===== config.mk =====
export PLATFORM = sky130hd
export DESIGN_NAME = md5_message_digest_top
export DESIGN_NICKNAME = d
export VERILOG_FILES = /design/src/rtl/core/md5_pkg.sv /design/src/rtl/core/md5_ctrl.sv /design/src/rtl/core/md5_datapath.sv /design/src/rtl/core/md5_message_digest_top.sv
export SDC_FILE = /design/constraint.sdc
export NUM_CORES = 2
export LEC_CHECK = 0
export ABC_CLOCK_PERIOD_IN_PS = 15600
export CAP_MARGIN = 20
export CORE_MARGIN = 3
export CORE_UTILIZATION = 62
export DETAILED_ROUTE_END_ITERATION = 10
export DONT_BUFFER_PORTS = 1
export PLACE_DENSITY = 0.88
export SLEW_MARGIN = 10
export SYNTH_ARGS = -nofsm -noshare
export SYNTH_HDL_FRONTEND = slang
export SYNTH_SLANG_ARGS = --single-unit

===== constraint.sdc =====
create_clock -name clock -period 15.6 [get_ports clock]
set_clock_uncertainty 0.1 [all_clocks]
set_input_delay 3.12 -clock clock [delete_from_list [all_inputs] [get_ports clock]]
set_output_delay 3.12 -clock clock [all_outputs]
set_load 0.01 [all_outputs]

===== src/rtl/core/md5_pkg.sv =====
// md5_pkg: types, constants and helper functions shared by the md5 core
// used by md5_ctrl, md5_datapath and md5_message_digest_top; no dependencies
`timescale 1ns / 1ps
`default_nettype none

package md5_pkg;

   localparam int unsigned BLOCK_BYTES = 64;
   localparam int unsigned BLOCK_WORDS = 16;
   localparam int unsigned ROUNDS      = 64;

   localparam logic [7:0] PAD_MARK   = 8'h80;
   localparam logic [5:0] FILL_LAST  = 6'h3f;
   localparam logic [5:0] LEN_OFFSET = 6'd56;
   localparam logic [5:0] ROUND_LAST = 6'd63;
   localparam logic [3:0] LEN_WORD   = 4'd14;

   localparam logic [31:0] CHAIN_INIT [4] = '{
      32'h67452301, 32'hefcdab89, 32'h98badcfe, 32'h10325476
   };

   localparam logic [31:0] STEP_CONST [ROUNDS] = '{
      32'hd76aa478, 32'he8c7b756, 32'h242070db, 32'hc1bdceee,
      32'hf57c0faf, 32'h4787c62a, 32'ha8304613, 32'hfd469501,
      32'h698098d8, 32'h8b44f7af, 32'hffff5bb1, 32'h895cd7be,
      32'h6b901122, 32'hfd987193, 32'ha679438e, 32'h49b40821,
      32'hf61e2562, 32'hc040b340, 32'h265e5a51, 32'he9b6c7aa,
      32'hd62f105d, 32'h02441453, 32'hd8a1e681, 32'he7d3fbc8,
      32'h21e1cde6, 32'hc33707d6, 32'hf4d50d87, 32'h455a14ed,
      32'ha9e3e905, 32'hfcefa3f8, 32'h676f02d9, 32'h8d2a4c8a,
      32'hfffa3942, 32'h8771f681, 32'h6d9d6122, 32'hfde5380c,
      32'ha4beea44, 32'h4bdecfa9, 32'hf6bb4b60, 32'hbebfbc70,
      32'h289b7ec6, 32'heaa127fa, 32'hd4ef3085, 32'h04881d05,
      32'hd9d4d039, 32'he6db99e5, 32'h1fa27cf8, 32'hc4ac5665,
      32'hf4292244, 32'h432aff97, 32'hab9423a7, 32'hfc93a039,
      32'h655b59c3, 32'h8f0ccc92, 32'hffeff47d, 32'h85845dd1,
      32'h6fa87e4f, 32'hfe2ce6e0, 32'ha3014314, 32'h4e0811a1,
      32'hf7537e82, 32'hbd3af235, 32'h2ad7d2bb, 32'heb86d391
   };

   localparam logic [4:0] ROT_AMOUNT [16] = '{
      5'd7, 5'd12, 5'd17, 5'd22, 5'd5, 5'd9,  5'd14, 5'd20,
      5'd4, 5'd11, 5'd16, 5'd23, 5'd6, 5'd10, 5'd15, 5'd21
   };

   typedef struct packed {
      logic       kind;
      logic [7:0] data_byte;
   } md5_req_type;

   typedef struct packed {
      logic [63:0] digest_part;
      logic        part_index;
      logic        last_part;
   } md5_rsp_type;

   typedef enum logic [2:0] {
      ST_IDLE,
      ST_LOAD,
      ST_RUN,
      ST_FOLD,
      ST_EMIT0,
      ST_EMIT1
   } md5_state_type;

   // how the block words are formed for a compression
   typedef enum logic [1:0] {
      MODE_DATA,
      MODE_MARK_LEN,
      MODE_MARK,
      MODE_LEN
   } md5_mode_type;

   typedef struct packed {
      logic         byte_write;
      logic         load;
      logic         step;
      logic         fold;
      logic         clear;
      logic         part_sel;
      md5_mode_type mode;
   } md5_cmd_type;

   typedef struct packed {
      logic fill_last;
      logic fill_high;
      logic round_last;
   } md5_status_type;

   // message word used by a given round
   function automatic logic [3:0] msg_index(input logic [5:0] r);
      logic [3:0] lo;
      logic [3:0] g;
      lo = r[3:0];
      unique case (r[5:4])
         2'd0: g = lo;
         2'd1: g = 4'({lo, 2'b00} + lo + 4'd1);
         2'd2: g = 4'({lo, 1'b0} + lo + 4'd5);
         default: g = 4'({lo, 3'b000} - lo);
      endcase
      return g;
   endfunction

   function automatic logic [31:0] rotl32(input logic [31:0] v, input logic [4:0] s);
      logic [63:0] wide;
      wide = {v, v} << s;
      return wide[63:32];
   endfunction

endpackage

`default_nettype wire


===== src/rtl/core/md5_ctrl.sv =====
// md5_ctrl: sequencer for byte intake, compression rounds, padding blocks and digest beats
// depends on md5_pkg
`timescale 1ns / 1ps
`default_nettype none

module md5_ctrl (
   input  wire logic                    clock,
   input  wire logic                    reset,
   input  wire logic                    req_valid,
   input  wire logic                    req_kind,
   output logic                         req_stall,
   output logic                         rsp_valid,
   input  wire logic                    rsp_stall,
   input  wire md5_pkg::md5_status_type status,
   output md5_pkg::md5_cmd_type         cmd
);

   md5_pkg::md5_state_type state_ff, state_in;
   md5_pkg::md5_mode_type  mode_ff, mode_in;

   always_ff @(posedge clock) begin
      if (reset) begin
         state_ff <= md5_pkg::ST_IDLE;
         mode_ff  <= md5_pkg::MODE_DATA;
      end else begin
         state_ff <= state_in;
         mode_ff  <= mode_in;
      end
   end

   // next state
   always_comb begin
      state_in = state_ff;
      mode_in  = mode_ff;
      unique case (state_ff)
         md5_pkg::ST_IDLE: begin
            if (req_valid) begin
               if (req_kind) begin
                  state_in = md5_pkg::ST_LOAD;
                  mode_in  = status.fill_high ? md5_pkg::MODE_MARK : md5_pkg::MODE_MARK_LEN;
               end else if (status.fill_last) begin
                  state_in = md5_pkg::ST_LOAD;
                  mode_in  = md5_pkg::MODE_DATA;
               end
            end
         end
         md5_pkg::ST_LOAD: state_in = md5_pkg::ST_RUN;
         md5_pkg::ST_RUN: begin
            if (status.round_last) state_in = md5_pkg::ST_FOLD;
         end
         md5_pkg::ST_FOLD: begin
            unique case (mode_ff)
               md5_pkg::MODE_DATA: state_in = md5_pkg::ST_IDLE;
               md5_pkg::MODE_MARK: begin
                  // length did not fit, one more block of zeros and length
                  state_in = md5_pkg::ST_LOAD;
                  mode_in  = md5_pkg::MODE_LEN;
               end
               default: state_in = md5_pkg::ST_EMIT0;
            endcase
         end
         md5_pkg::ST_EMIT0: begin
            if (!rsp_stall) state_in = md5_pkg::ST_EMIT1;
         end
         md5_pkg::ST_EMIT1: begin
            if (!rsp_stall) begin
               state_in = md5_pkg::ST_IDLE;
               mode_in  = md5_pkg::MODE_DATA;
            end
         end
         default: state_in = md5_pkg::ST_IDLE;
      endcase
   end

   // outputs
   always_comb begin
      cmd           = '0;
      cmd.mode      = mode_ff;
      req_stall     = 1'b1;
      rsp_valid     = 1'b0;
      unique case (state_ff)
         md5_pkg::ST_IDLE: begin
            req_stall      = 1'b0;
            cmd.byte_write = req_valid & ~req_kind;
         end
         md5_pkg::ST_LOAD: cmd.load = 1'b1;
         md5_pkg::ST_RUN:  cmd.step = 1'b1;
         md5_pkg::ST_FOLD: cmd.fold = 1'b1;
         md5_pkg::ST_EMIT0: rsp_valid = 1'b1;
         md5_pkg::ST_EMIT1: begin
            rsp_valid    = 1'b1;
            cmd.part_sel = 1'b1;
            cmd.clear    = ~rsp_stall;
         end
         default: ;
      endcase
   end

endmodule

`default_nettype wire


===== src/rtl/core/md5_datapath.sv =====
// md5_datapath: block word store, byte counter, round unit and chaining words
// depends on md5_pkg
`timescale 1ns / 1ps
`default_nettype none

module md5_datapath (
   input  wire logic                 clock,
   input  wire logic                 reset,
   input  wire logic [7:0]           data_byte,
   input  wire md5_pkg::md5_cmd_type cmd,
   output md5_pkg::md5_status_type   status,
   output logic [63:0]               digest_part
);

   logic [3:0][7:0] blk_word_ff [md5_pkg::BLOCK_WORDS];
   logic [31:0]     chain_ff [4];
   logic [63:0]     byte_total_ff, byte_total_in;
   logic [31:0]     a_ff, b_ff, c_ff, d_ff;
   logic [31:0]     a_in, b_in, c_in, d_in;
   logic [31:0]     wk_ff, wk_in;
   logic [5:0]      round_ff, round_in;

   logic [5:0]      fill;
   logic [63:0]     len_bits;
   logic [5:0]      fetch_round;
   logic [3:0]      fetch_index;
   logic [31:0]     fetch_word;
   logic [31:0]     mix;
   logic [31:0]     rot_in;
   logic [3:0]      rot_sel;

   assign fill     = byte_total_ff[5:0];
   assign len_bits = {byte_total_ff[60:0], 3'b000};

   assign status.fill_last  = (fill == md5_pkg::FILL_LAST);
   assign status.fill_high  = (fill >= md5_pkg::LEN_OFFSET);
   assign status.round_last = (round_ff == md5_pkg::ROUND_LAST);

   // word for the next round, with padding applied on the fly
   assign fetch_round = cmd.load ? '0 : 6'(round_ff + 6'd1);
   assign fetch_index = md5_pkg::msg_index(fetch_round);

   always_comb begin
      logic [3:0][7:0] raw;
      logic [5:0]      pos;
      raw = blk_word_ff[fetch_index];
      for (int k = 0; k < 4; k++) begin
         pos = {fetch_index, 2'(k)};
         fetch_word[8*k +: 8] = raw[k];
         if (cmd.mode == md5_pkg::MODE_MARK || cmd.mode == md5_pkg::MODE_MARK_LEN) begin
            if (pos == fill) fetch_word[8*k +: 8] = md5_pkg::PAD_MARK;
            else if (pos > fill) fetch_word[8*k +: 8] = 8'h00;
         end else if (cmd.mode == md5_pkg::MODE_LEN) begin
            fetch_word[8*k +: 8] = 8'h00;
         end
      end
      if ((cmd.mode == md5_pkg::MODE_LEN || cmd.mode == md5_pkg::MODE_MARK_LEN)
          && fetch_index >= md5_pkg::LEN_WORD) begin
         fetch_word = fetch_index[0] ? len_bits[63:32] : len_bits[31:0];
      end
   end

   assign wk_in = fetch_word + md5_pkg::STEP_CONST[fetch_round];

   // one compression round
   always_comb begin
      unique case (round_ff[5:4])
         2'd0: mix = d_ff ^ (b_ff & (c_ff ^ d_ff));
         2'd1: mix = c_ff ^ (d_ff & (b_ff ^ c_ff));
         2'd2: mix = b_ff ^ c_ff ^ d_ff;
         default: mix = c_ff ^ (b_ff | ~d_ff);
      endcase
   end

   assign rot_in  = a_ff + mix + wk_ff;
   assign rot_sel = {round_ff[5:4], round_ff[1:0]};

   always_comb begin
      a_in     = a_ff;
      b_in     = b_ff;
      c_in     = c_ff;
      d_in     = d_ff;
      round_in = round_ff;
      if (cmd.load) begin
         a_in     = chain_ff[0];
         b_in     = chain_ff[1];
         c_in     = chain_ff[2];
         d_in     = chain_ff[3];
         round_in = '0;
      end else if (cmd.step) begin
         a_in     = d_ff;
         d_in     = c_ff;
         c_in     = b_ff;
         b_in     = b_ff + md5_pkg::rotl32(rot_in, md5_pkg::ROT_AMOUNT[rot_sel]);
         round_in = 6'(round_ff + 6'd1);
      end
   end

   always_comb begin
      byte_total_in = byte_total_ff;
      if (cmd.clear) byte_total_in = '0;
      else if (cmd.byte_write) byte_total_in = byte_total_ff + 64'd1;
   end

   always_ff @(posedge clock) begin
      a_ff     <= a_in;
      b_ff     <= b_in;
      c_ff     <= c_in;
      d_ff     <= d_in;
      round_ff <= round_in;
      wk_ff    <= wk_in;
      if (cmd.byte_write) blk_word_ff[fill[5:2]][fill[1:0]] <= data_byte;
   end

   always_ff @(posedge clock) begin
      if (reset || cmd.clear) begin
         byte_total_ff <= '0;
         for (int i = 0; i < 4; i++) chain_ff[i] <= md5_pkg::CHAIN_INIT[i];
      end else begin
         byte_total_ff <= byte_total_in;
         if (cmd.fold) begin
            chain_ff[0] <= chain_ff[0] + a_ff;
            chain_ff[1] <= chain_ff[1] + b_ff;
            chain_ff[2] <= chain_ff[2] + c_ff;
            chain_ff[3] <= chain_ff[3] + d_ff;
         end
      end
   end

   assign digest_part = cmd.part_sel ? {chain_ff[3], chain_ff[2]} : {chain_ff[1], chain_ff[0]};

endmodule

`default_nettype wire


===== src/rtl/core/md5_message_digest_top.sv =====
// md5 core: a data beat is taken while the sequencer is idle; the 64th byte of a block stalls input
// through the load, 64 rounds on one shared round unit and the fold into the chaining words
// finish: one or two padding compressions, then two digest beats
// throughput: one byte per cycle between blocks
// reset: chaining words to their initial values, byte count zero, sequencer idle
// depends on md5_pkg, md5_ctrl, md5_datapath
`timescale 1ns / 1ps
`default_nettype none

module md5_message_digest_top (
   input  wire logic                 clock,
   input  wire logic                 reset,
   input  wire logic                 req_valid,
   output logic                      req_stall,
   input  wire md5_pkg::md5_req_type req_data,
   output logic                      rsp_valid,
   input  wire logic                 rsp_stall,
   output md5_pkg::md5_rsp_type      rsp_data
);

   md5_pkg::md5_cmd_type    cmd;
   md5_pkg::md5_status_type status;
   logic [63:0]             digest_part;

   md5_ctrl u_ctrl (
      .clock     (clock),
      .reset     (reset),
      .req_valid (req_valid),
      .req_kind  (req_data.kind),
      .req_stall (req_stall),
      .rsp_valid (rsp_valid),
      .rsp_stall (rsp_stall),
      .status    (status),
      .cmd       (cmd)
   );

   md5_datapath u_datapath (
      .clock       (clock),
      .reset       (reset),
      .data_byte   (req_data.data_byte),
      .cmd         (cmd),
      .status      (status),
      .digest_part (digest_part)
   );

   assign rsp_data.digest_part = digest_part;
   assign rsp_data.part_index  = cmd.part_sel;
   assign rsp_data.last_part   = cmd.part_sel;

endmodule

`default_nettype wire

; Yosys cells after proc, flatten, opt, wreduce, memory -nomap -nowiden
; Memories as Yosys holds them, arrays and structs flattened.
; Cells that the tools add are included.
[totals]
rom_bits = 2128
mem_bits_rw = 640
memories = 4
word_cells = 166
regBits = 235
[mem_list]
columns = memory, depth, word_bits, read_ports, rd_ports_with_merged_regs, wr, line_no
row1 = (no name shown), 64, 32, 1, 0, 0, md5_datapath.sv:63  ; assign wk_in = fetch_word + md5_pkg::STEP_CONST[fetch_round];
row2 = u_datapath.blk_word_ff, 16, 32, 1, 0, 1, md5_datapath.sv:15  ; logic [3:0][7:0] blk_word_ff [md5_pkg::BLOCK_WORDS];
row3 = u_datapath.chain_ff, 4, 32, 4, 0, 4, md5_datapath.sv:16  ; logic [31:0] chain_ff [4];
row4 = (no name shown), 16, 5, 1, 0, 0, md5_datapath.sv:94  ; b_in = b_ff + md5_pkg::rotl32(rot_in, md5_pkg::ROT_AMOUNT[rot_sel]);
[op_classes]
order_cmp = 10
muxes = 69
n_reduce_logical = 15
shifts = 1
n_eq_ne = 24
n_bitwise = 19
addsub = 15
[op_table]
columns = operator, count
row1 = 32-bit two-way mux, 17
row2 = 32-bit adder, 8
row3 = 32-bit XOR, 6
row4 = 8-bit two-way mux, 17
row5 = 32-bit case mux with 3 select lines, 1
row6 = "64-bit by 1-bit adder with 64-bit output, second input constant", 1
row7 = 32-bit AND, 2
row8 = 64-bit two-way mux, 1
row9 = 64-bit by 5-bit left shift with 64-bit output, 1
row10 = 32-bit inverter, 1
row11 = 32-bit OR, 1
row12 = 6-bit equality test, 4
row13 = 6-bit > comparator, 4
row14 = 3-bit two-way mux, 6
row15 = 3-bit case mux with 6 select lines, 1
row16 = 8-bit demux with 2-bit select, 1
row17 = 2-bit two-way mux, 7
row18 = "6-bit equality test, second input constant", 2
row19 = 1-bit two-way mux, 12
row20 = 4-bit case mux with 3 select lines, 1
row21 = 5-bit two-way mux, 2
row22 = "2-bit inequality test, second input constant", 5
row23 = 5-bit AND reduction, 2
row24 = 4-bit adder, 2
row25 = 31 further kinds, 48

; Longest topological paths before layout
[logic_depth]
depth_word = 12
ltp_mapped = 40
ltp_nobuf = 36

; Cells and area by module
; Synthesis repeated with hierarchy kept, for this count alone.
[unflattened]
cells_unflattened = 5634
area_unflattened_um2 = 54274.6
[modules_own_cells]
columns = module, area_each_um2, seq_area_each_um2, instances, cells_each
row1 = md5_datapath, 53869.2, 25044.0, 1, 5584
row2 = md5_ctrl, 397.9, 100.1, 1, 49
row3 = md5_message_digest_top, 7.5, 0.0, 1, 1

; Worst setup path after synthesis
; No wires, ideal clock.
[synth_timing]
kind = flip-flop to flip-flop
startpoint = reg u_datapath.round_ff[4]
endpoint = reg u_datapath.b_ff[30] (data pin)
path_buffers = 5
required_ns = 15.236
path_stages_with_launch = 39
setup_ns = 0.264
t_arrival_ns = 8.198
slack_ns = 7.038
path_cell_list = dfxtp_1 -> buf_2 -> clkbuf_1 -> clkbuf_1 -> buf_1 -> clkbuf_1 -> o21ai_0 -> o211ai_1 -> o211ai_1 -> fa_1 -> inv_1 -> ha_1 -> fa_1 -> a21o_1 -> a221oi_2 -> o21a_2 -> o311a_2 -> a31oi_1 -> (+3 left out) -> mux2_2 -> mux2i_1 -> mux2_2 -> mux2_2 -> ha_1 -> fa_1 -> a21o_1 -> a21oi_1 -> o21ai_1 -> a21oi_1 -> a21o_1 -> nor3_1 -> o2111ai_1 -> a41oi_1 -> or4_1 -> a31oi_1 -> xor2_1 -> o21ai_1
[synth_via]
elab_chain_len = 8
elab_cells_between_ends = 14
classes_between = add/sub: 3 / eq/ne: 2 / shift: 1 / mux: 5 / bitwise: 1 / reduce/logical: 1 / memory: 1
[synth_rtl]
columns = element, line_no
row1 = "start, declared", md5_datapath.sv:21  ; logic [5:0] round_ff, round_in;
row2 = "start signal, assigned", md5_datapath.sv:110  ; round_ff <= round_in;
row3 = 2-bit equality test (tied with other cells), md5_datapath.sv:67  ; unique case (round_ff[5:4])
row4 = 32-bit case mux with 3 select lines / memory read 16 x 5 bit (equally long branches), --
row5 = 32-bit adder / 5-bit two-way mux (equally long branches) (2 in series), "md5_datapath.sv:75, md5_datapath.sv:94"
row6 = 64-bit by 5-bit left shift with 64-bit output (*), md5_pkg.sv:106  ; wide = {v, v} << s;
row7 = 32-bit adder (*), md5_datapath.sv:94
row8 = 32-bit two-way mux (*), md5_datapath.sv:90  ; end else if (cmd.step) begin
row9 = 32-bit two-way mux (*), md5_datapath.sv:84  ; if (cmd.load) begin
row10 = via u_datapath.b_in[30], md5_datapath.sv:19  ; logic [31:0] a_in, b_in, c_in, d_in;
row11 = "end signal, assigned", md5_datapath.sv:107  ; b_ff <= b_in;
row12 = "end, declared", md5_datapath.sv:18  ; logic [31:0] a_ff, b_ff, c_ff, d_ff;
; The timed path passes the listed nets; every way through them passes the cells marked *. The select of a mux whose other input is x is not followed.
; A chain may end at the register's enable or synchronous reset.

; Final worst setup path
[layout_timing]
startpoint = reg u_datapath.round_ff[0]
endpoint = reg u_datapath.wk_ff[30]
[layout_via]
elab_chain_len = 11
elab_cells_between_ends = 45
classes_between = add/sub: 7 / order compare: 5 / eq/ne: 6 / mux: 22 / bitwise: 1 / reduce/logical: 2 / memory: 2
[layout_rtl]
columns = element, line_no
row1 = 6-bit by 1-bit adder with 6-bit output (*), md5_datapath.sv:40  ; assign fetch_round = cmd.load ? '0 : 6'(round_ff + 6'd1);
row2 = 6-bit two-way mux (*), md5_datapath.sv:40
row3 = "4-bit adder, on equally long branches", "md5_pkg.sv:98, md5_pkg.sv:97"
row4 = 4-bit by 3-bit adder with 4-bit output / 4-bit by 1-bit adder with 4-bit output (equally long branches), "md5_pkg.sv:98, md5_pkg.sv:97"
row5 = 4-bit case mux with 3 select lines, md5_pkg.sv:95  ; unique case (r[5:4])
row6 = memory read 16 x 32 bit / 6-bit > comparator (equally long branches), --
row7 = 8-bit two-way mux, md5_datapath.sv:52  ; else if (pos > fill) fetch_word[8*k +: 8] = 8'h00;
row8 = 8-bit two-way mux, md5_datapath.sv:51  ; if (pos == fill) fetch_word[8*k +: 8] = md5_pkg::PAD_MARK;
row9 = 8-bit two-way mux, md5_datapath.sv:50  ; if (cmd.mode == md5_pkg::MODE_MARK || cmd.mode == md5_pkg::MODE_MARK_LEN) begin
row10 = 32-bit two-way mux, md5_datapath.sv:57  ; if ((cmd.mode == md5_pkg::MODE_LEN || cmd.mode == md5_pkg::MODE_MARK_LEN)
row11 = 32-bit adder (*), md5_datapath.sv:63
row12 = via u_datapath.wk_in[30], md5_datapath.sv:20  ; logic [31:0] wk_ff, wk_in;
row13 = "end signal, assigned", md5_datapath.sv:111  ; wk_ff <= wk_in;
row14 = "end, declared", md5_datapath.sv:20
; Marks and branches as above.

==> impl_metrics.tcl <==
set metrics [dict create \
    run_status "finished, violations left" \
    violations "design-rule violations" \
    synthTopCellsByArea "sky130_fd_sc_hd__edfxtp_1, sky130_fd_sc_hd__nand2_1, sky130_fd_sc_hd__ha_1, sky130_fd_sc_hd__dfxtp_1, sky130_fd_sc_hd__a21oi_1" \
    post_synth_most_frequent_cells "sky130_fd_sc_hd__nand2_1, sky130_fd_sc_hd__edfxtp_1, sky130_fd_sc_hd__nor2_1" \
    synth_area_um2 54200 \
    clkLatencyLatePin_ps 670 \
    post_synth_xor_area_fraction_pct 4.43 \
    synthDistinctLibCells 102 \
    post_synth_fa_ha_maj_area_fraction_pct 8.18 \
    grt_pass1_wl_mm 255 \
    setup-violations-final 0 \
    finalCriticalPeriod_ps 10120 \
    port_buffers 0 \
    antenna_found_initial 3 \
    critPathKind "register to register" \
    holdBufCountCts 0 \
    cp_slowest_stage_delay_ps 760 \
    detailed_route_iter0_violations 6708 \
    fin_nets 5868 \
    final.period_utilization_pct 64.9 \
    routed_wire_length_per_instance_um 24.7 \
    ant_nets 0 \
    timing_max_transition_violations_final 0 \
    critPathRequiredTime_ps 16080 \
    cts.htree.levels 3 \
    drive_gt1_share_pct 6.12 \
    number_of_buffers_added_by_the_clock_tree_synthesis_step 90 \
    grt_max_degree 94 \
    critical_path_peak_fanout 65 \
    firstDrtPassIters 11 \
    synth.net_count 6023 \
    rows 107 \
    initial_core_util_pct 63.1 \
    slew_headroom_pct 25.3 \
    ys.flop_type "sky130_fd_sc_hd__edfxtp_1" \
    synth-simple-area-share_pct 17.1 \
    fp.dieW_um 302 \
    final_hold_viol_count 0 \
    dp_hpwl_mm 112 \
    grt_overflow_total 0 \
    achievable-frequency_mhz 98.8 \
    synth.yosys.seq_area_share_pct 46.4 \
    number_of_enable_type_register_cells_in_the_synthesized_netlist 768 \
    critical_path_startpoint_category "register" \
    cts.sink_count 872 \
    post_synth_inst_count 5705 \
    fillCellCount 6191 \
    cap_viol_max_count 0 \
    netlist.area_leader.share_pct 42.5 \
    drt-vias-per-instance 6.83 \
    synth_compound_gate_area_share_pct 16.4 \
    yosysMostFrequentCell "sky130_fd_sc_hd__nand2_1" \
    clkTransAtPathRegs_ps 60 \
    clock_tree.buffer_depth 3 \
    multi_input_area_um2 27000 \
    die_area_um2 91100 \
    worst_ep_arrival_time_ps 10600 \
    post-cts-setup-buffers 0 \
    critical-path-slowest-cell "sky130_fd_sc_hd__dfxtp_1" \
    gp_routability_congestion 1.01 \
    totalNegativeSetupSlack_ps 0 \
    synthMuxAreaShare_pct 3.44 \
    timing.critical_path.to_type "register" \
    rsz0062_at_grt "false" \
    grt_util_all_layers_pct 35.9 \
    coreArea_um2 85900 \
    wire_length_after_detailed_routing_mm 167 \
    postSynthRegisterBits 872 \
    area_growth_syn_to_layout_pct 6.82 \
    chipHeight_um 302 \
    main_combinational_cell_family_by_area_after_synthesis "simple AND/OR/NAND/NOR gates" \
    synth-async-reset-ratio_pct 0 \
    yosysTopAreaCell "sky130_fd_sc_hd__edfxtp_1" \
    post_cts_resized 0 \
    drcViolationCount 2 \
    avgSynthCellArea_um2 9.51 \
    ff_latch_area_um2 25200 \
    clock-root-buffer "sky130_fd_sc_hd__clkbuf_16" \
    hold_path_class "register to register" \
    vias 46200 \
    floorplan.io_pins 81 \
    timing_worst_slew_pin_value_ps 1120 \
    grt_pass1_vias 43200 \
    tritoncts_clock_tree "built" \
    yosysWarningCount 0 \
]
per-stage QoR:
stage	instance area (um2)	hold WS, ps	utilization (%)	setup WS (ps)	cells
2_1_floorplan	54200	358	-	7040	5705
3_3_place_gp	55100	369	64.1	6150	6602
3_5_place_dp	55100	375	64.1	5820	6602
4_1_cts	57900	388	67.4	5790	6764
5_1_grt	57900	411	67.4	4910	6764
6_report	57900	392	67.4	5480	6765
routing by layer:
layer	up-vias	share of wire, %	GRT usage [%]
met5	-	0.023	0
met4	6	4.6	14.5
met3	534	12	7.54
met2	3274	45	56.7
met1	21900	38	48.8
li1	20400	-	-
path summary, 6_finish.rpt:
check / from / end / slack [ps] / cells after the start
min reg2reg: u_datapath.byte_total_ff[60] / u_datapath.byte_total_ff[60] / 390 / 2
min: u_datapath.byte_total_ff[60] / u_datapath.byte_total_ff[60] / 390 / 2
max reg2reg: u_datapath.round_ff[0] / u_datapath.wk_ff[30] / 5480 / 37
max: u_datapath.round_ff[0] / u_datapath.wk_ff[30] / 5480 / 37
flip-flops by register name, indices dropped and copies added, names as in the netlist, 32 cells and up:
signal / count
u_datapath.a_ff: 32
u_datapath.b_ff: 32
u_datapath.blk_word_ff: 512
u_datapath.byte_total_ff: 61
u_datapath.c_ff: 32
u_datapath.chain_ff: 128
u_datapath.d_ff: 32
u_datapath.wk_ff: 32
cell type report:
class,instances,share of cell area [%]
clock buffers,114,4.10
inverters,253,1.65
diodes,1,0.00432
flip-flops and latches,872,43.4
multi-input cells,4265,46.7
well taps,1144,2.47
clock inverters,48,0.801
repair buffers,68,0.881
worst max-delay path, delay by kind of cell, from the launching register on:
family | cells | cell delay [ps]
AO/OA/AOI/OAI | 13 | 2790
flip-flops | 1 | 760
XOR/XNOR | 4 | 620
AND/OR/NAND/NOR | 8 | 1210
buffers and inverters | 6 | 1900
adder cells (fa/ha/maj) | 6 | 2550
cells in the final DEF (no fill, tap or decap), types with 37 or more instances in the layout:
master and instances:
sky130_fd_sc_hd__and3_1 96, sky130_fd_sc_hd__dfxtp_1 102, sky130_fd_sc_hd__o21ai_0 245, sky130_fd_sc_hd__o221ai_1 39, sky130_fd_sc_hd__mux2i_1 82, sky130_fd_sc_hd__ha_1 264
sky130_fd_sc_hd__fa_1 41, sky130_fd_sc_hd__edfxtp_1 768, sky130_fd_sc_hd__a211oi_1 37, sky130_fd_sc_hd__buf_4 68, sky130_fd_sc_hd__nand2_1 1104, sky130_fd_sc_hd__o22ai_1 42
sky130_fd_sc_hd__a311oi_1 98, sky130_fd_sc_hd__nor3_1 87, sky130_fd_sc_hd__a21o_1 125, sky130_fd_sc_hd__nand2b_1 46, sky130_fd_sc_hd__clkbuf_16 91, sky130_fd_sc_hd__mux2_2 91
sky130_fd_sc_hd__o21ai_1 44, sky130_fd_sc_hd__a21oi_1 337, sky130_fd_sc_hd__nand3_1 251, sky130_fd_sc_hd__a31oi_1 92, sky130_fd_sc_hd__inv_1 245, sky130_fd_sc_hd__xor2_1 132
sky130_fd_sc_hd__nor2_1 359, sky130_fd_sc_hd__xnor2_1 132
cells by family (layout without fill, tap and decap cells):
| logic type | after synthesis | after routing |
|---|---|---|
| other | 0 | 1 |
| muxes | 175 | 175 |
| DFF | 872 | 872 |
| xor gates and xnor gates | 271 | 271 |
| adders and majority gates | 336 | 336 |
| AOI/OAI and AO/OA | 1357 | 1357 |
| and+or+nand+nor | 2126 | 2126 |
| buffers and inverters | 568 | 483 |
Power is left out: the tool's default activity adds up to more than one toggle a clock period on the data nets, which glitch-free logic cannot reach.
